--- config.mk ---
export PLATFORM = sky130hd
export DESIGN_NAME = ipv4_header_validator_top_flat
export DESIGN_NICKNAME = d
export VERILOG_FILES = /design/src/hdl/ihv_pkg.sv /design/src/hdl/ihv_ifs.sv /design/src/hdl/ihv_parser.sv /design/src/hdl/ihv_checker.sv /design/src/hdl/ipv4_header_validator_top.sv /design/src/flat_wrapper.sv
export SDC_FILE = /design/constraint.sdc
export NUM_CORES = 1
export LEC_CHECK = 0
export ABC_AREA = 1
export BUFFER_PORTS_ARGS = -buffer_cell sky130_fd_sc_hd__buf_2
export CAP_MARGIN = 10
export CORE_UTILIZATION = 49
export DETAILED_ROUTE_END_ITERATION = 8
export GPL_TIMING_DRIVEN = 1
export PLACE_DENSITY = 0.69
export SLEW_MARGIN = 20
export SYNTH_ARGS = -nofsm -noshare
export SYNTH_HDL_FRONTEND = slang
export SYNTH_SLANG_ARGS = --single-unit
--- constraint.sdc ---
create_clock -name clk -period 9.1 [get_ports clk]
set_input_delay 1.82 -clock clk [delete_from_list [all_inputs] [get_ports clk]]
set_output_delay 1.82 -clock clk [all_outputs]
set_load 0.005 [all_outputs]
--- src/hdl/ihv_pkg.sv ---
// Package for the IPv4 header validator: verdict codes, header offsets and
// the packet summary handed from the parser to the checker. No dependencies.
`timescale 1ns / 1ps

package ihv_pkg;

    // Verdict codes
    typedef enum logic [2:0] {
        VERDICT_UDP         = 3'd0,
        VERDICT_ICMP        = 3'd1,
        VERDICT_BAD_LEN     = 3'd2,
        VERDICT_UNSUPPORTED = 3'd3,
        VERDICT_BAD_CSUM    = 3'd4,
        VERDICT_WRONG_DST   = 3'd5
    } verdict_t;

    // Header byte offsets
    localparam logic [15:0] OFF_VER_IHL   = 16'd0;
    localparam logic [15:0] OFF_TLEN_HI   = 16'd2;
    localparam logic [15:0] OFF_TLEN_LO   = 16'd3;
    localparam logic [15:0] OFF_FRAG_HI   = 16'd6;
    localparam logic [15:0] OFF_FRAG_LO   = 16'd7;
    localparam logic [15:0] OFF_PROTO     = 16'd9;
    localparam logic [15:0] OFF_SRC_FIRST = 16'd12;
    localparam logic [15:0] OFF_SRC_LAST  = 16'd15;
    localparam logic [15:0] OFF_DST_FIRST = 16'd16;
    localparam logic [15:0] OFF_DST_LAST  = 16'd19;

    // Protocol and length constants
    localparam logic [15:0] HDR_MIN_LEN = 16'd20;
    localparam logic [3:0]  IP_VERSION  = 4'd4;
    localparam logic [3:0]  IHL_MIN     = 4'd5;
    localparam logic [7:0]  PROTO_UDP   = 8'd17;
    localparam logic [7:0]  PROTO_ICMP  = 8'd1;
    localparam logic [15:0] COUNT_MAX   = 16'hFFFF;
    localparam logic [15:0] SUM_GOOD    = 16'hFFFF;

    // Everything the checker needs about one finished packet
    typedef struct packed {
        logic [15:0] pkt_len;
        logic [7:0]  ver_hl;
        logic [15:0] ip_len;
        logic [15:0] frag;
        logic [7:0]  proto;
        logic [31:0] src;
        logic [31:0] dst;
        logic [15:0] sum;
    } hdr_summary_t;

endpackage

--- src/hdl/ihv_ifs.sv ---
// Channel interfaces of the IPv4 header validator: byte input, verdict
// output and configuration write. Depends on nothing.
`timescale 1ns / 1ps

interface ihv_rx_if;
    logic       valid;
    logic       ready;
    logic [7:0] data_byte;
    logic       last_byte;

    modport source (output valid, output data_byte, output last_byte, input ready);
    modport sink   (input valid, input data_byte, input last_byte, output ready);
endinterface

interface ihv_res_if;
    logic        valid;
    logic        ready;
    logic [2:0]  verdict;
    logic [31:0] source_ip;
    logic [5:0]  header_bytes;
    logic [15:0] payload_bytes;

    modport source (output valid, output verdict, output source_ip,
                    output header_bytes, output payload_bytes, input ready);
    modport sink   (input valid, input verdict, input source_ip,
                    input header_bytes, input payload_bytes, output ready);
endinterface

interface ihv_cfg_if;
    logic        valid;
    logic        ready;
    logic [31:0] data;

    modport source (output valid, output data, input ready);
    modport sink   (input valid, input data, output ready);
endinterface

--- src/hdl/ihv_parser.sv ---
// Byte parser: captures header fields, keeps the ones' complement sum and
// the byte count, and registers a summary on the last byte.
// Depends on ihv_pkg and ihv_ifs.
`timescale 1ns / 1ps

module ihv_parser (
    input  logic                  clk,
    input  logic                  rst_n,
    ihv_rx_if.sink                rx,
    output ihv_pkg::hdr_summary_t summary,
    output logic                  summary_valid,
    input  logic                  summary_ready
);

    logic [15:0] count_reg, count_next;
    logic [15:0] sum_reg, sum_next;
    logic [7:0]  hold_reg, hold_next;
    logic [7:0]  vihl_reg, vihl_next;
    logic [15:0] tlen_reg, tlen_next;
    logic [15:0] frag_reg, frag_next;
    logic [7:0]  proto_reg, proto_next;
    logic [31:0] src_reg, src_next;
    logic [31:0] dst_reg, dst_next;

    ihv_pkg::hdr_summary_t summary_reg, summary_next;
    logic                  svalid_reg, svalid_next;

    logic        accept;
    logic [15:0] idx;
    logic [5:0]  hlen;
    logic        in_hdr;
    logic [16:0] raw_sum;
    logic [15:0] folded;

    // Take a word whenever the summary slot is free or draining
    assign rx.ready = !svalid_reg || summary_ready;
    assign accept   = rx.valid && rx.ready;
    assign idx      = count_reg;

    // Field capture at fixed offsets
    always_comb
    begin
        vihl_next  = vihl_reg;
        tlen_next  = tlen_reg;
        frag_next  = frag_reg;
        proto_next = proto_reg;
        src_next   = src_reg;
        dst_next   = dst_reg;
        if (idx == ihv_pkg::OFF_VER_IHL)
        begin
            vihl_next = rx.data_byte;
        end
        else if (idx == ihv_pkg::OFF_TLEN_HI || idx == ihv_pkg::OFF_TLEN_LO)
        begin
            tlen_next = {tlen_reg[7:0], rx.data_byte};
        end
        else if (idx == ihv_pkg::OFF_FRAG_HI || idx == ihv_pkg::OFF_FRAG_LO)
        begin
            frag_next = {frag_reg[7:0], rx.data_byte};
        end
        else if (idx == ihv_pkg::OFF_PROTO)
        begin
            proto_next = rx.data_byte;
        end
        else if (idx >= ihv_pkg::OFF_SRC_FIRST && idx <= ihv_pkg::OFF_SRC_LAST)
        begin
            src_next = {src_reg[23:0], rx.data_byte};
        end
        else if (idx >= ihv_pkg::OFF_DST_FIRST && idx <= ihv_pkg::OFF_DST_LAST)
        begin
            dst_next = {dst_reg[23:0], rx.data_byte};
        end
    end

    // Header sum over complete big-endian words with end-around carry
    assign hlen    = {vihl_next[3:0], 2'b00};
    assign in_hdr  = idx < {10'd0, hlen};
    assign raw_sum = {1'b0, sum_reg} + {1'b0, hold_reg, rx.data_byte};
    assign folded  = raw_sum[15:0] + {15'd0, raw_sum[16]};

    always_comb
    begin
        hold_next = hold_reg;
        sum_next  = sum_reg;
        if (in_hdr && !idx[0])
        begin
            hold_next = rx.data_byte;
        end
        else if (in_hdr && idx[0])
        begin
            sum_next = folded;
        end
    end

    // Saturating count, which is also the packet length so far
    assign count_next = (idx == ihv_pkg::COUNT_MAX) ? idx : idx + 16'd1;

    // Summary slot
    always_comb
    begin
        summary_next.pkt_len = count_next;
        summary_next.ver_hl  = vihl_next;
        summary_next.ip_len  = tlen_next;
        summary_next.frag    = frag_next;
        summary_next.proto   = proto_next;
        summary_next.src     = src_next;
        summary_next.dst     = dst_next;
        summary_next.sum     = sum_next;
        if (accept && rx.last_byte)
        begin
            svalid_next = 1'b1;
        end
        else if (summary_ready)
        begin
            svalid_next = 1'b0;
        end
        else
        begin
            svalid_next = svalid_reg;
        end
    end

    // Per-packet state: advance on each word, clear after the last one
    always_ff @(posedge clk or negedge rst_n)
    begin
        if (!rst_n)
        begin
            count_reg  <= '0;
            sum_reg    <= '0;
            hold_reg   <= '0;
            vihl_reg   <= '0;
            tlen_reg   <= '0;
            frag_reg   <= '0;
            proto_reg  <= '0;
            src_reg    <= '0;
            dst_reg    <= '0;
            svalid_reg <= 1'b0;
        end
        else
        begin
            svalid_reg <= svalid_next;
            if (accept && rx.last_byte)
            begin
                count_reg <= '0;
                sum_reg   <= '0;
                hold_reg  <= '0;
                vihl_reg  <= '0;
                tlen_reg  <= '0;
                frag_reg  <= '0;
                proto_reg <= '0;
                src_reg   <= '0;
                dst_reg   <= '0;
            end
            else if (accept)
            begin
                count_reg <= count_next;
                sum_reg   <= sum_next;
                hold_reg  <= hold_next;
                vihl_reg  <= vihl_next;
                tlen_reg  <= tlen_next;
                frag_reg  <= frag_next;
                proto_reg <= proto_next;
                src_reg   <= src_next;
                dst_reg   <= dst_next;
            end
        end
    end

    // Summary payload: load on the last byte only
    always_ff @(posedge clk)
    begin
        if (accept && rx.last_byte)
        begin
            summary_reg <= summary_next;
        end
    end

    assign summary       = summary_reg;
    assign summary_valid = svalid_reg;

endmodule

--- src/hdl/ihv_checker.sv ---
// Verdict checker: holds local_ip, runs the ordered header checks on a
// packet summary and registers the result word. Depends on ihv_pkg, ihv_ifs.
`timescale 1ns / 1ps

module ihv_checker (
    input  logic                  clk,
    input  logic                  rst_n,
    ihv_cfg_if.sink               cfg,
    input  ihv_pkg::hdr_summary_t summary,
    input  logic                  summary_valid,
    output logic                  summary_ready,
    ihv_res_if.source             res
);

    logic [31:0]       local_ip_reg;
    logic              ovalid_reg;
    ihv_pkg::verdict_t verdict_reg, verdict_next;
    logic [31:0]       src_reg;
    logic [5:0]        hlen_reg;
    logic [15:0]       payload_reg, payload_next;

    logic [3:0]  ihl;
    logic [5:0]  hlen;
    logic [15:0] hlen_w;
    logic        take;

    // Configuration is always accepted
    assign cfg.ready = 1'b1;

    // Result slot is free when empty or being drained
    assign take          = !ovalid_reg || res.ready;
    assign summary_ready = take;

    assign ihl    = summary.ver_hl[3:0];
    assign hlen   = {ihl, 2'b00};
    assign hlen_w = {10'd0, hlen};

    // Ordered checks, first failure wins
    always_comb
    begin
        payload_next = '0;
        if (summary.pkt_len < ihv_pkg::HDR_MIN_LEN)
        begin
            verdict_next = ihv_pkg::VERDICT_BAD_LEN;
        end
        else if (summary.ver_hl[7:4] != ihv_pkg::IP_VERSION)
        begin
            verdict_next = ihv_pkg::VERDICT_UNSUPPORTED;
        end
        else if (ihl < ihv_pkg::IHL_MIN || hlen_w > summary.pkt_len)
        begin
            verdict_next = ihv_pkg::VERDICT_BAD_LEN;
        end
        else if (summary.ip_len < hlen_w || summary.ip_len > summary.pkt_len)
        begin
            verdict_next = ihv_pkg::VERDICT_BAD_LEN;
        end
        else if (summary.sum != ihv_pkg::SUM_GOOD)
        begin
            verdict_next = ihv_pkg::VERDICT_BAD_CSUM;
        end
        else if (summary.frag[13:0] != 14'd0)
        begin
            verdict_next = ihv_pkg::VERDICT_UNSUPPORTED;
        end
        else if (summary.dst != local_ip_reg)
        begin
            verdict_next = ihv_pkg::VERDICT_WRONG_DST;
        end
        else if (summary.proto == ihv_pkg::PROTO_UDP)
        begin
            verdict_next = ihv_pkg::VERDICT_UDP;
            payload_next = summary.ip_len - hlen_w;
        end
        else if (summary.proto == ihv_pkg::PROTO_ICMP)
        begin
            verdict_next = ihv_pkg::VERDICT_ICMP;
            payload_next = summary.ip_len - hlen_w;
        end
        else
        begin
            verdict_next = ihv_pkg::VERDICT_UNSUPPORTED;
        end
    end

    // Control: local address and result valid
    always_ff @(posedge clk or negedge rst_n)
    begin
        if (!rst_n)
        begin
            local_ip_reg <= '0;
            ovalid_reg   <= 1'b0;
        end
        else
        begin
            if (cfg.valid)
            begin
                local_ip_reg <= cfg.data;
            end
            if (take)
            begin
                ovalid_reg <= summary_valid;
            end
        end
    end

    // Result payload: load when a summary moves in
    always_ff @(posedge clk)
    begin
        if (take && summary_valid)
        begin
            verdict_reg <= verdict_next;
            src_reg     <= summary.src;
            hlen_reg    <= hlen;
            payload_reg <= payload_next;
        end
    end

    assign res.valid         = ovalid_reg;
    assign res.verdict       = verdict_reg;
    assign res.source_ip     = src_reg;
    assign res.header_bytes  = hlen_reg;
    assign res.payload_bytes = payload_reg;

endmodule

--- src/hdl/ipv4_header_validator_top.sv ---
// IPv4 header validator top level: wires the byte parser to the checker.
// Depends on ihv_pkg, ihv_ifs, ihv_parser and ihv_checker.
//
// Usage:
//   rx  - packet bytes from the first header byte on, last_byte set on the
//         final byte. One word is taken per cycle while rx.ready is high.
//   res - one verdict word per packet: verdict, source_ip, header_bytes and
//         payload_bytes (payload_bytes is zero unless the verdict is udp or
//         icmp).
//   cfg - writes local_ip; always ready, write only while the block is idle.
// Throughput: one byte per cycle while rx.ready is high, set by the field
//   capture and 16-bit ones' complement add in the parser.
// Path: the last byte loads the summary register, then the summary moves
//   into the result register, which drives res.valid; a full result slot
//   can hold the summary in between.
// Reset: rst_n clears the byte count, the running sum, the captured fields,
//   local_ip and both valid flags; the next byte starts a new packet.
// Stall: while res.ready is low the result word holds, one more summary
//   waits behind it, and rx.ready drops only once both are full.
`timescale 1ns / 1ps

module ipv4_header_validator_top (
    input  logic       clk,
    input  logic       rst_n,
    ihv_rx_if.sink     rx,
    ihv_cfg_if.sink    cfg,
    ihv_res_if.source  res
);

    ihv_pkg::hdr_summary_t summary;
    logic                  summary_valid;
    logic                  summary_ready;

    // Byte parser
    ihv_parser u_parser (
        .clk           (clk),
        .rst_n         (rst_n),
        .rx            (rx),
        .summary       (summary),
        .summary_valid (summary_valid),
        .summary_ready (summary_ready)
    );

    // Verdict checker
    ihv_checker u_checker (
        .clk           (clk),
        .rst_n         (rst_n),
        .cfg           (cfg),
        .summary       (summary),
        .summary_valid (summary_valid),
        .summary_ready (summary_ready),
        .res           (res)
    );

endmodule
--- src/flat_wrapper.sv ---
// flat-port wrapper written by rule: the top's interface ports become plain ports
module ipv4_header_validator_top_flat 
  (clk, rst_n, rx_valid, rx_data_byte, rx_last_byte, rx_ready, cfg_valid, cfg_data, cfg_ready, res_valid, res_verdict, res_source_ip, res_header_bytes, res_payload_bytes, res_ready);
  ihv_rx_if rx_i ();
  ihv_cfg_if cfg_i ();
  ihv_res_if res_i ();
  input  logic clk;
  input  logic rst_n;
  input wire logic [$bits(rx_i.valid)-1:0] rx_valid;
  input wire logic [$bits(rx_i.data_byte)-1:0] rx_data_byte;
  input wire logic [$bits(rx_i.last_byte)-1:0] rx_last_byte;
  output wire logic [$bits(rx_i.ready)-1:0] rx_ready;
  input wire logic [$bits(cfg_i.valid)-1:0] cfg_valid;
  input wire logic [$bits(cfg_i.data)-1:0] cfg_data;
  output wire logic [$bits(cfg_i.ready)-1:0] cfg_ready;
  output wire logic [$bits(res_i.valid)-1:0] res_valid;
  output wire logic [$bits(res_i.verdict)-1:0] res_verdict;
  output wire logic [$bits(res_i.source_ip)-1:0] res_source_ip;
  output wire logic [$bits(res_i.header_bytes)-1:0] res_header_bytes;
  output wire logic [$bits(res_i.payload_bytes)-1:0] res_payload_bytes;
  input wire logic [$bits(res_i.ready)-1:0] res_ready;
  assign rx_i.valid = rx_valid;
  assign rx_i.data_byte = rx_data_byte;
  assign rx_i.last_byte = rx_last_byte;
  assign rx_ready = rx_i.ready;
  assign cfg_i.valid = cfg_valid;
  assign cfg_i.data = cfg_data;
  assign cfg_ready = cfg_i.ready;
  assign res_valid = res_i.valid;
  assign res_verdict = res_i.verdict;
  assign res_source_ip = res_i.source_ip;
  assign res_header_bytes = res_i.header_bytes;
  assign res_payload_bytes = res_i.payload_bytes;
  assign res_i.ready = res_ready;
  ipv4_header_validator_top u_core (.clk(clk), .rst_n(rst_n), .rx(rx_i), .cfg(cfg_i), .res(res_i));
endmodule
======== Word level (Yosys, flattened, before mapping) ========
Index checks and enable logic that the tools add are counted.
word-level totals
  bits in registers ....................... 383
  latch bits .............................. 0
  bits in writable memories ............... 0
  ROM bits ................................ 0
  bits of input ports ..................... 46
  output and inout port bits .............. 60
  word-level logic and storage cells ...... 129
  memories ................................ 0
cells by class
  add/subtract/negate cells ............... 4
  multipliers ............................. 0
  div/mod/pow operators ................... 0
  order comparisons ....................... 10
  eq/ne operators ......................... 11
  shifts and indexed selects .............. 0
  multiplexer cells ....................... 55
  bitwise logic cells ..................... 0
  reduce and logical (&&, ||, !) cells .... 24
operators with widths
  cell                   count
  $mux 32                15
  $mux 16                18
  $mux 8                 12
  $eq 16x2->1 const B    2
  $eq 16x3->1 const B    2
  $lt 16x6->1            2
  $ne 32x32->1           1
  $add 16x16->17         1
  $add 16x1->16          1
  $add 16x1->16 const B  1
  $eq 16x16->1 const B   1
  $eq 16x4->1 const B    1
  $ge 16x4->1 const B    1
  $ge 16x5->1 const B    1
  $gt 16x16->1           1
  $gt 6x16->1            1
  $le 16x4->1 const B    1
  $le 16x5->1 const B    1
  $logic_not 16->1       1
  $lt 16x5->1 const B    1
  $ne 16x16->1 const B   1
  $sub 16x6->16          1
  $reduce_bool 14->1     1
  $mux 3                 3
  other kinds (13)       33

======== Depth between registers and ports, before layout ========
Gate-level depths: netlist of run 1.
  word-level depth ........................ 10
  depth in mapped cells ................... 23
  mapped depth without buffers ............ 23

======== By module ========
Synthesis of run 1 repeated with hierarchy kept, for this count alone.
unflattened totals
  cell total of the unflattened synthesis .. 1,943
  area total of the unflattened synthesis .. 18,350.1 µm²
modules (own cells, without submodules)
  module       instances  cells each  area an instance (µm²)  sequential area each (µm²)
  ihv_parser   1          1,406       13,487.9                8,152.8
  ihv_checker  1          537         4,862.2                 2,477.4

======== Worst setup path after synthesis of run 1 ========
No wires, ideal clock.
  kind .................................... input to register
  from .................................... input res_ready
  to ...................................... register u_core.u_parser.hold_reg[0]
  library setup time ...................... 134 ps
  arrival ................................. 10,965 ps
  required time ........................... 8,966 ps
  slack ................................... -1,998 ps
  stages on the path ...................... 9
  buffers on the path ..................... 0
  cell sequence ........................... inv_1 -> nand3_1 -> nand2_1 -> nor2_1 -> clkinv_1 -> nand2_2 -> inv_2 -> nand2_1 -> nand2_1
on the way
  longest elaborated chain between the ends .. 6
  elaborated cells on any way between the ends .. 8
  classes of those cells .................. mux (1); reduce/logical (7)
ends and longest elaborated chain
  item                         line                text
  from (decl)                  flat_wrapper.sv:21  input wire logic [$bits(res_i.ready)-1:0] res_ready;
  $logic_or 1x1->1 *           ihv_checker.sv:31   assign take = !ovalid_reg || res.ready;
  $logic_or 1x1->1 *           ihv_parser.sv:36    assign rx.ready = !svalid_reg || summary_ready;
  named net rx_ready           flat_wrapper.sv:12  output wire logic [$bits(rx_i.ready)-1:0] rx_ready;
  $logic_and 1x1->1 *          ihv_parser.sv:37    assign accept = rx.valid && rx.ready;
  $logic_and 1x1->1            ihv_parser.sv:142   if (accept && rx.last_byte)
  $reduce_bool 2->1 (no line)  -
  $reduce_and 2->1 (no line)   -
  to (signal assigned)         ihv_parser.sv:158   hold_reg <= hold_next;
  to (decl)                    ihv_parser.sv:17    logic [7:0] hold_reg, hold_next;
The timed path passes the listed nets; every way through them passes the cells marked *.
A chain may end at the register's enable or synchronous reset.

======== Final worst setup path of run 1 ========
  from .................................... input res_ready
  to ...................................... register u_core.u_parser.hold_reg[4]
on the way
  longest elaborated chain between the ends .. 6
  elaborated cells on any way between the ends .. 8
  classes of those cells .................. mux (1); reduce/logical (7)
ends and longest elaborated chain
  item                         line
  $logic_or 1x1->1 *           ihv_checker.sv:31
  $logic_or 1x1->1 *           ihv_parser.sv:36
  $logic_and 1x1->1 *          ihv_parser.sv:37
  $logic_and 1x1->1            ihv_parser.sv:142
  $reduce_bool 2->1 (no line)  -
  $reduce_and 2->1 (no line)   -
Every way passes the cells marked *; elsewhere a longest branch is shown, timed or not.

==> tab_implementation.tex, run 1 <==
\begin{tabular}{lr}
\hline
Metric & Value \\
\hline
\multicolumn{2}{l}{\textbf{Outcome}} \\
\quad Outcome & finished with violations \\
\quad Failing checks & DRC \\
\multicolumn{2}{l}{\textbf{Clock tree}} \\
\quad Clock buffer depth & 3 \\
\quad Total clock buffers created by CTS & 37 \\
\quad CTS Hold Bufs & 0 \\
\quad Total setup buffers inserted after CTS & 0 \\
\quad Post-cts gate resize count & 0 \\
\quad Level count of the clock H-tree & 2 \\
\quad Clock slew at reported path FFs & 0.06 ns \\
\quad Root buf cell & sky130\_fd\_sc\_hd\_\_clkbuf\_16 \\
\quad Clock network latency to the later pin of the worst-skew pair & 0.52 ns \\
\quad Clock Sink Count & 381 \\
\quad CTS tree & done \\
\multicolumn{2}{l}{\textbf{GRT}} \\
\quad Total grt overflow & 0 \\
\quad Met3 track demand over resource in global routing & 2.75\% \\
\quad Global Route met2 Usage & 35.8\% \\
\quad Largest net degree at the start of global routing & 144 \\
\quad All-Layer GR Usage & 22.1\% \\
\quad Vias in the first global route & 12.0k \\
\quad Number of antenna violations at the first check in global routing & 0 \\
\quad Most used routing layer in global routing & met2 \\
\quad Met1 Use GR & 31.6\% \\
\quad First-pass GRT wire length & 63.9 mm \\
\multicolumn{2}{l}{\textbf{Placed design}} \\
\quad Total of buffers placed on input and output ports & 102 \\
\quad Final weighted congestion of routability-driven global placement & 0.898 \\
\quad Cell Area, Placed & 0.0188 sq mm \\
\quad Detail Placement HPWL & 27.4 mm \\
\quad Setup slack after placement & 3.97 ns \\
\multicolumn{2}{l}{\textbf{Floorplan}} \\
\quad Initial Util & 49.9\% \\
\quad Top Ports & 106 \\
\quad Core area & 0.0357 sq mm \\
\quad Chip Width & 193 um \\
\quad Die Footprint & 0.0371 sq mm \\
\quad Num rows & 69 \\
\quad Floorplan die height & 193 um \\
\multicolumn{2}{l}{\textbf{Cells and area}} \\
\quad Area growth from synthesis to layout & 12.4\% \\
\quad Most common cell after layout, fill and taps aside & sky130\_fd\_sc\_hd\_\_nand2\_1 \\
\quad Ratio of cells with drive above 1 in the final layout & 13.5\% \\
\quad Total inserted antenna cells & 0 \\
\quad Most frequent cells in the layout & sky130\_fd\_sc\_hd\_\_nand2\_1 (389), sky130\_fd\_sc\_hd\_\_inv\_1 (240), sky130\_fd\_sc\_hd\_\_edfxtp\_1 (197) \\
\quad Max FFs per register & 142 \\
\quad Net count, final & 1946 \\
\quad Final design instance area without fill & 0.0200 sq mm \\
\multicolumn{2}{l}{\textbf{Timing}} \\
\quad Setup Total Neg Slack & 0 ns \\
\quad Achievable clock frequency & 217 MHz \\
\quad Fin crit share & 50.6\% \\
\quad Hold violation total from the final report & 0 \\
\quad Setup skew after layout & 0.0124 ns \\
\quad Worst rel slew slack & 36.2\% \\
\quad Minimum setup slack in the final design & 4.49 ns \\
\quad RSZ-0062 raised after global routing & false \\
\quad Finish-stage setup viols & 0 \\
\quad Final-report max-slew violation count & 0 \\
\quad Post-route minimum period & 4.61 ns \\
\quad Actual transition at the worst max-transition pin & 0.957 ns \\
\multicolumn{2}{l}{\textbf{Synthesis}} \\
\quad Total standard cell area after synthesis & 0.0178 sq mm \\
\quad Number of flops mapped to enable cells by yosys & 197 \\
\quad Sequential element share of the synthesized area & 59.1\% \\
\quad Cell type contributing the most total cell area after synthesis & sky130\_fd\_sc\_hd\_\_edfxtp\_1 \\
\quad Leading cell types by total area after synthesis & sky130\_fd\_sc\_hd\_\_edfxtp\_1 (33\%), sky130\_fd\_sc\_hd\_\_dfrtp\_1 (26\%), sky130\_fd\_sc\_hd\_\_nand2\_1 (8.2\%) \\
\quad Async set or reset register ratio after synthesis & 48.3\% \\
\quad Post-synthesis cell count & 1757 \\
\quad Flops \& latches, synth & 381 \\
\quad Syn Area/Cell & 10.1 sq um \\
\quad Synth unique cells & 53 \\
\quad YS warnings & 0 \\
\quad Most frequently used flop master after synthesis & sky130\_fd\_sc\_hd\_\_edfxtp\_1 \\
\quad Portion of synthesized cell area occupied by the leading cell type & 33.2\% \\
\multicolumn{2}{l}{\textbf{Critical path}} \\
\quad Critical Path End Type & register \\
\quad Gate family responsible for the most delay along the worst path & buffers and inverters \\
\quad Critical path class & in -> reg \\
\quad CP arrival & 5.01 ns \\
\quad Highest net fanout along the worst path & 143 \\
\quad Cell with the largest stage delay on the worst path & sky130\_fd\_sc\_hd\_\_clkinv\_1 \\
\quad Largest stage delay, worst path & 0.56 ns \\
\quad Required time of the critical path & 9.50 ns \\
\quad Series of cell instances along the critical path & buf\_2 > inv\_1 > nand3\_1 > nand2\_2 > buf\_4 > nor2\_4 > buf\_12 > clkinv\_1 > nand2\_2 > inv\_2 > nand2\_1 > nand2\_1 \\
\quad CP Launch Type & input pin \\
\quad Worst Path Buf+Inv & 6 \\
\multicolumn{2}{l}{\textbf{Drt}} \\
\quad Number of search-and-repair iterations in the first detailed-routing pass & 7 \\
\quad Vias post-DR & 12.4k \\
\quad Detailed Route WL & 39.8 mm \\
\quad Via-to-Cell Ratio & 5.30 \\
\quad Per-cell routed wire length & 17.0 um \\
\quad Violation count after the first detailed-route iteration & 959 \\
\quad Antenna viol nets, final & 0 \\
\quad Total DRC errors in the routed layout & 20 \\
\multicolumn{2}{l}{\textbf{Pwr}} \\
\quad Worst ir drop on vdd & 0.000117 V \\
\quad Power density cells & 219 mW/mm\^{}2 \\
\quad Static leakage & 8.87 nW \\
\multicolumn{2}{l}{\textbf{Job}} \\
\quad Count of maximum capacitance violations & 0 \\
\multicolumn{2}{l}{\textbf{Worst hold path}} \\
\quad Classification of the worst-slack hold path & reg -> reg \\
\hline
\end{tabular}
[report_power, final]
group | internal [mW] | switching, mW | leakage, nW
logic | 0.258 | 0.509 | 3.92
registers | 1.96 | 0.0862 | 4.34
clock network | 0.938 | 0.626 | 0.608
[synth_stat cells, drive strengths merged, types with 2 or more instances]
cell	number
nor3b	3
a31oi	2
mux2	29
a22o	41
a21oi	25
inv	249
nor4	15
dfrtp	184
o21bai	2
xor2	50
nand2	399
fa	2
ha	49
nor2	69
nand3	69
nor3	26
edfxtp	197
o22ai	38
o21ai	193
buf	16
conb	2
xnor2	11
and2	7
clkbuf	44
nand4	22
or2	5
[cells by family after synthesis]
kind of cell	after synthesis	share of synthesized area, %
multiplexers	29	1.83
XOR/XNOR	61	3.09
AO/OA/AOI/OAI	306	9.90
AND/OR/NAND/NOR	617	15.6
flip-flops	381	59.1
adder cells (fa/ha/maj)	51	3.67
buffers and inverters	310	6.73
other	2	0.0422
[metal layers]
metal / part of all wire [%] / vias to the layer above
li1: - / 6064
met1: 46 / 5969
met2: 48 / 311
met3: 4.6 / 43
met4: 1.6 / 0
met5: 0 / -
[cell type report]
type | count | area [sq um]
Clock buffer | 58 | 1130
Clock inverter | 8 | 124
Fill cell | 2995 | 15600
Inverter | 250 | 938
Multi-Input combinational cell | 1067 | 6110
Sequential cell | 381 | 10500
Tap cell | 461 | 577
Timing Repair Buffer | 112 | 611
[path summary, 6_finish.rpt]
path,start,to,slack (ns),cells after the start
setup / recovery,res_ready,u_core.u_parser.hold_reg[4],4.49,12
min in group asynchronous,rst_n,u_core.u_parser.dst_reg[18],1.43,1
hold reg to reg,u_core.u_parser.summary[75],u_core.u_checker.res.source_ip[27],0.42,0
setup reg to reg,u_core.u_checker.res.valid,u_core.u_parser.hold_reg[4],5.52,10
max in group asynchronous,rst_n,u_core.u_parser.src_reg[23],6.46,2
hold / removal,u_core.u_parser.summary[75],u_core.u_checker.res.source_ip[27],0.42,0
[per-stage QoR]
| step | instances | total power [mW] | hold WS, ns | util, % |
|---|---|---|---|---|
| 6_report | 2337 | 4.38 | 0.417 | 56.1 |
| 5_1_grt | 2337 | 4.59 | 0.428 | 56.1 |
| 3_3_place_gp | 2271 | 2.83 | 0.402 | 52.6 |
| 2_1_floorplan | 1758 | 2.60 | 0.400 | - |
| 4_1_cts | 2337 | 4.41 | 0.417 | 56.1 |
| 3_5_place_dp | 2271 | 2.84 | 0.405 | 52.6 |
Power figures use the tool's default switching activity.
==> run 2: changes to the inputs <==
Settings changed: ABC_AREA 1 to 0.
Clock period 9.1 ns to 3.9 ns, I/O delays scaled along.
==> run 2 against run 1 <==
Compared with the run above:
- first-iteration DRC count grew 3.6%
- critical path depth up 5
- synthesized cell count shrank 21%
- the run now ends clean
- register-to-register slack got worse by 5.3 ns
- largest cell class unchanged
- largest power group unchanged
- worst hold slack lost 0.17 ns
==> tab_implementation.tex, run 2 <==
\begin{tabular}{lr}
\hline
Metric & Value \\
\hline
\multicolumn{2}{l}{\textbf{Outcome}} \\
\quad Outcome & finished, final reports clean \\
\multicolumn{2}{l}{\textbf{Critical path}} \\
\quad Flop-to-flop setup slack & 0.17 ns \\
\quad RR Startpoint & u\_core.u\_parser.sum\_reg[3] \\
\quad Highest net fanout along the worst path & 3 \\
\quad Critical path class & reg -> reg \\
\quad Crit Reg-Reg Endpoint & u\_core.u\_parser.summary[14] \\
\quad Worst R2R Path Depth & 17 \\
\quad CP Launch Type & register \\
\quad Launch point of the critical path & u\_core.u\_parser.sum\_reg[3] \\
\quad CP arrival & 3.99 ns \\
\quad Critical Path End Type & register \\
\quad Required time of the critical path & 4.17 ns \\
\multicolumn{2}{l}{\textbf{GRT}} \\
\quad Met1 Use GR & 31.2\% \\
\quad All-Layer GR Usage & 21.1\% \\
\quad Number of antenna violations at the first check in global routing & 1 \\
\quad Total grt overflow & 0 \\
\quad Met3 track demand over resource in global routing & 3.40\% \\
\quad Vias in the first global route & 11.1k \\
\quad Global Route met2 Usage & 32.7\% \\
\quad Largest net degree at the start of global routing & 185 \\
\quad First-pass GRT wire length & 60.5 mm \\
\quad Most used routing layer in global routing & met2 \\
\multicolumn{2}{l}{\textbf{Timing}} \\
\quad Setup skew after layout & 0.0164 ns \\
\quad Post-route minimum period & 3.73 ns \\
\quad Finish-stage setup viols & 0 \\
\quad Actual transition at the worst max-transition pin & 0.766 ns \\
\quad Hold violation total from the final report & 0 \\
\quad Final-report max-slew violation count & 0 \\
\quad Worst rel slew slack & 48.9\% \\
\quad Minimum setup slack in the final design & 0.173 ns \\
\quad RSZ-0062 raised after global routing & true \\
\quad Fin crit share & 95.6\% \\
\quad Final hold slack & 0.243 ns \\
\quad Achievable clock frequency & 268 MHz \\
\multicolumn{2}{l}{\textbf{Cells and area}} \\
\quad Filler Cells Inserted & 2784 \\
\quad Total inserted antenna cells & 0 \\
\quad Max FFs per register & 142 \\
\quad Ratio of cells with drive above 1 in the final layout & 24.1\% \\
\quad Most common cell after layout, fill and taps aside & sky130\_fd\_sc\_hd\_\_edfxtp\_1 \\
\quad Area growth from synthesis to layout & 15.8\% \\
\quad Most frequent cells in the layout & sky130\_fd\_sc\_hd\_\_edfxtp\_1 (197), sky130\_fd\_sc\_hd\_\_dfrtp\_1 (181), sky130\_fd\_sc\_hd\_\_nand2\_1 (176) \\
\quad Non-filler instance count after layout & 1996 \\
\quad Net count, final & 1606 \\
\multicolumn{2}{l}{\textbf{Clock tree}} \\
\quad Clock slew at reported path FFs & 0.06 ns \\
\quad Clock buffer depth & 3 \\
\quad Level count of the clock H-tree & 2 \\
\quad Total clock buffers created by CTS & 40 \\
\quad Clock network latency to the later pin of the worst-skew pair & 0.53 ns \\
\quad CTS tree & done \\
\quad Root buf cell & sky130\_fd\_sc\_hd\_\_clkbuf\_16 \\
\quad Clock Sink Count & 381 \\
\multicolumn{2}{l}{\textbf{Synthesis}} \\
\quad Commonest cells in the synthesized netlist & sky130\_fd\_sc\_hd\_\_edfxtp\_1 (197), sky130\_fd\_sc\_hd\_\_dfrtp\_1 (184), sky130\_fd\_sc\_hd\_\_nand2\_1 (177) \\
\quad YS warnings & 0 \\
\quad Synth unique cells & 63 \\
\quad Sequential element share of the synthesized area & 60.6\% \\
\quad Post-synthesis cell count & 1383 \\
\quad Total standard cell area after synthesis & 0.0174 sq mm \\
\quad Synthesized-area fraction occupied by and/or/nand/nor cells & 9.92\% \\
\quad Async set or reset register ratio after synthesis & 48.3\% \\
\quad Parity-gate share of the synthesized area counting xor and xnor cells & 4.01\% \\
\quad Leading cell types by total area after synthesis & sky130\_fd\_sc\_hd\_\_edfxtp\_1 (34\%), sky130\_fd\_sc\_hd\_\_dfrtp\_1 (27\%), sky130\_fd\_sc\_hd\_\_mux2\_2 (7.0\%) \\
\quad Multiplexer fraction of the synthesized cell area & 7.47\% \\
\quad Portion of synthesized cell area occupied by the leading cell type & 34.1\% \\
\quad Syn Area/Cell & 12.6 sq um \\
\quad Most frequently used flop master after synthesis & sky130\_fd\_sc\_hd\_\_edfxtp\_1 \\
\quad Flops \& latches, synth & 381 \\
\quad Synth Area in Adders & 3.76\% \\
\quad Most numerous cell in the Yosys netlist & sky130\_fd\_sc\_hd\_\_edfxtp\_1 \\
\quad Number of flops mapped to enable cells by yosys & 197 \\
\quad Synthesized-area fraction occupied by ao, oa, aoi and oai cells & 11.7\% \\
\quad Cell type contributing the most total cell area after synthesis & sky130\_fd\_sc\_hd\_\_edfxtp\_1 \\
\quad Combinational family with the most area after synthesis & compound AO/OA/AOI/OAI gates \\
\multicolumn{2}{l}{\textbf{Drt}} \\
\quad Antenna viol nets, final & 0 \\
\quad Vias post-DR & 11.4k \\
\quad Violation count after the first detailed-route iteration & 994 \\
\quad Detailed Route WL & 37.7 mm \\
\quad Via-to-Cell Ratio & 5.70 \\
\quad Number of search-and-repair iterations in the first detailed-routing pass & 5 \\
\quad Total DRC errors in the routed layout & 0 \\
\quad Per-cell routed wire length & 18.9 um \\
\multicolumn{2}{l}{\textbf{Floorplan}} \\
\quad Initial Util & 50.0\% \\
\quad Num rows & 68 \\
\quad Die Footprint & 0.0362 sq mm \\
\quad Core area & 0.0347 sq mm \\
\quad Top Ports & 106 \\
\quad Floorplan die height & 190 um \\
\quad Chip Width & 190 um \\
\multicolumn{2}{l}{\textbf{Placed design}} \\
\quad Total of buffers placed on input and output ports & 102 \\
\quad Final weighted congestion of routability-driven global placement & 0.902 \\
\quad Setup slack after placement & -0.285 ns \\
\quad Cell Count Post-Placement & 1921 \\
\quad Detail Placement HPWL & 24.7 mm \\
\multicolumn{2}{l}{\textbf{Pwr}} \\
\quad Worst ir drop on vdd & 0.000372 V \\
\quad Static leakage & 8.56 nW \\
\quad Power density cells & 510 mW/mm\^{}2 \\
\quad Total Power & 10.2 mW \\
\multicolumn{2}{l}{\textbf{Job}} \\
\quad Count of maximum capacitance violations & 0 \\
\multicolumn{2}{l}{\textbf{Worst hold path}} \\
\quad Classification of the worst-slack hold path & in -> async \\
\hline
\end{tabular}
## run 2: worst max path at each step
stage | endpoint | slack (ns) | depth (start not counted)
6_report | u_core.u_parser.summary[14] | 0.17 | 17
5_1_grt | u_core.u_parser.summary[14] | -0.06 | 17
3_3_place_gp | u_core.u_parser.summary[14] | -0.19 | 19
3_5_place_dp | u_core.u_parser.summary[14] | -0.28 | 19
2_1_floorplan | u_core.u_parser.summary[14] | -0.05 | 18
4_1_cts | u_core.u_parser.summary[14] | 0.07 | 16
## run 2: critical path, cell delays in order (launching register included)
cell	delay (ns)
sky130_fd_sc_hd__dfrtp_1	0.44
sky130_fd_sc_hd__ha_1	0.32
sky130_fd_sc_hd__nand4_1	0.10
sky130_fd_sc_hd__nor2_1	0.15
sky130_fd_sc_hd__o31ai_2	0.09
sky130_fd_sc_hd__a21oi_2	0.16
sky130_fd_sc_hd__a21o_1	0.13
sky130_fd_sc_hd__a21oi_1	0.06
sky130_fd_sc_hd__o21bai_1	0.14
sky130_fd_sc_hd__a21o_1	0.16
sky130_fd_sc_hd__ha_2	0.20
sky130_fd_sc_hd__ha_4	0.13
sky130_fd_sc_hd__and2_4	0.13
sky130_fd_sc_hd__or3b_4	0.37
sky130_fd_sc_hd__or4_4	0.43
sky130_fd_sc_hd__nor3b_2	0.20
sky130_fd_sc_hd__xnor2_1	0.17
sky130_fd_sc_hd__o21ai_1	0.08
## run 2: cell families after synthesis
| group | Yosys count |
|---|---|
| compound gates | 280 |
| xor+xnor | 77 |
| fa+ha+maj | 51 |
| buf+inv | 109 |
| flops | 381 |
| mux | 116 |
| other cells | 2 |
| simple gates | 367 |
## run 2: timing repair
item | 4_1_cts | 5_1_grt
setup endpoints to repair | 0 | 13
hold buffers | 0 | 0
resized for setup | 0 | 8
buffers inserted | 0 | 0
## run 2: area by class of cell
cell class              instances  area [sq um]  share of cell area, %
clock buffers                  53          1100                   5.48
clock inverters                21           196                  0.977
inverters                      32           120                  0.597
multi-input cells             894          6580                   32.7
flip-flops and latches        381         10500                   52.3
well taps                     455           569                   2.83
repair buffers                160          1010                   5.02
## run 2: metal layers
metal | wire (um) | up-vias
li1 | - | 5341
met1 | 17700 | 5693
met2 | 17400 | 283
met3 | 1970 | 57
met4 | 667 | 0
met5 | 0 | -
## run 2: where the power goes
group / internal, mW / total, mW / switching (mW)
registers: 4.61 / 4.85 / 0.244
logic: 0.752 / 1.66 / 0.905
clock network: 2.20 / 3.74 / 1.53
total: 7.56 / 10.2 / 2.68
## run 2: metrics by stage
stage          utilization, %  cell area (sq um)  setup TNS, ns
2_1_floorplan               -              17500         -0.827
3_3_place_gp             54.0              18700         -0.725
3_5_place_dp             54.0              18700          -1.33
4_1_cts                  57.7              20000              0
5_1_grt                  57.9              20100        -0.0631
6_report                 57.9              20100              0
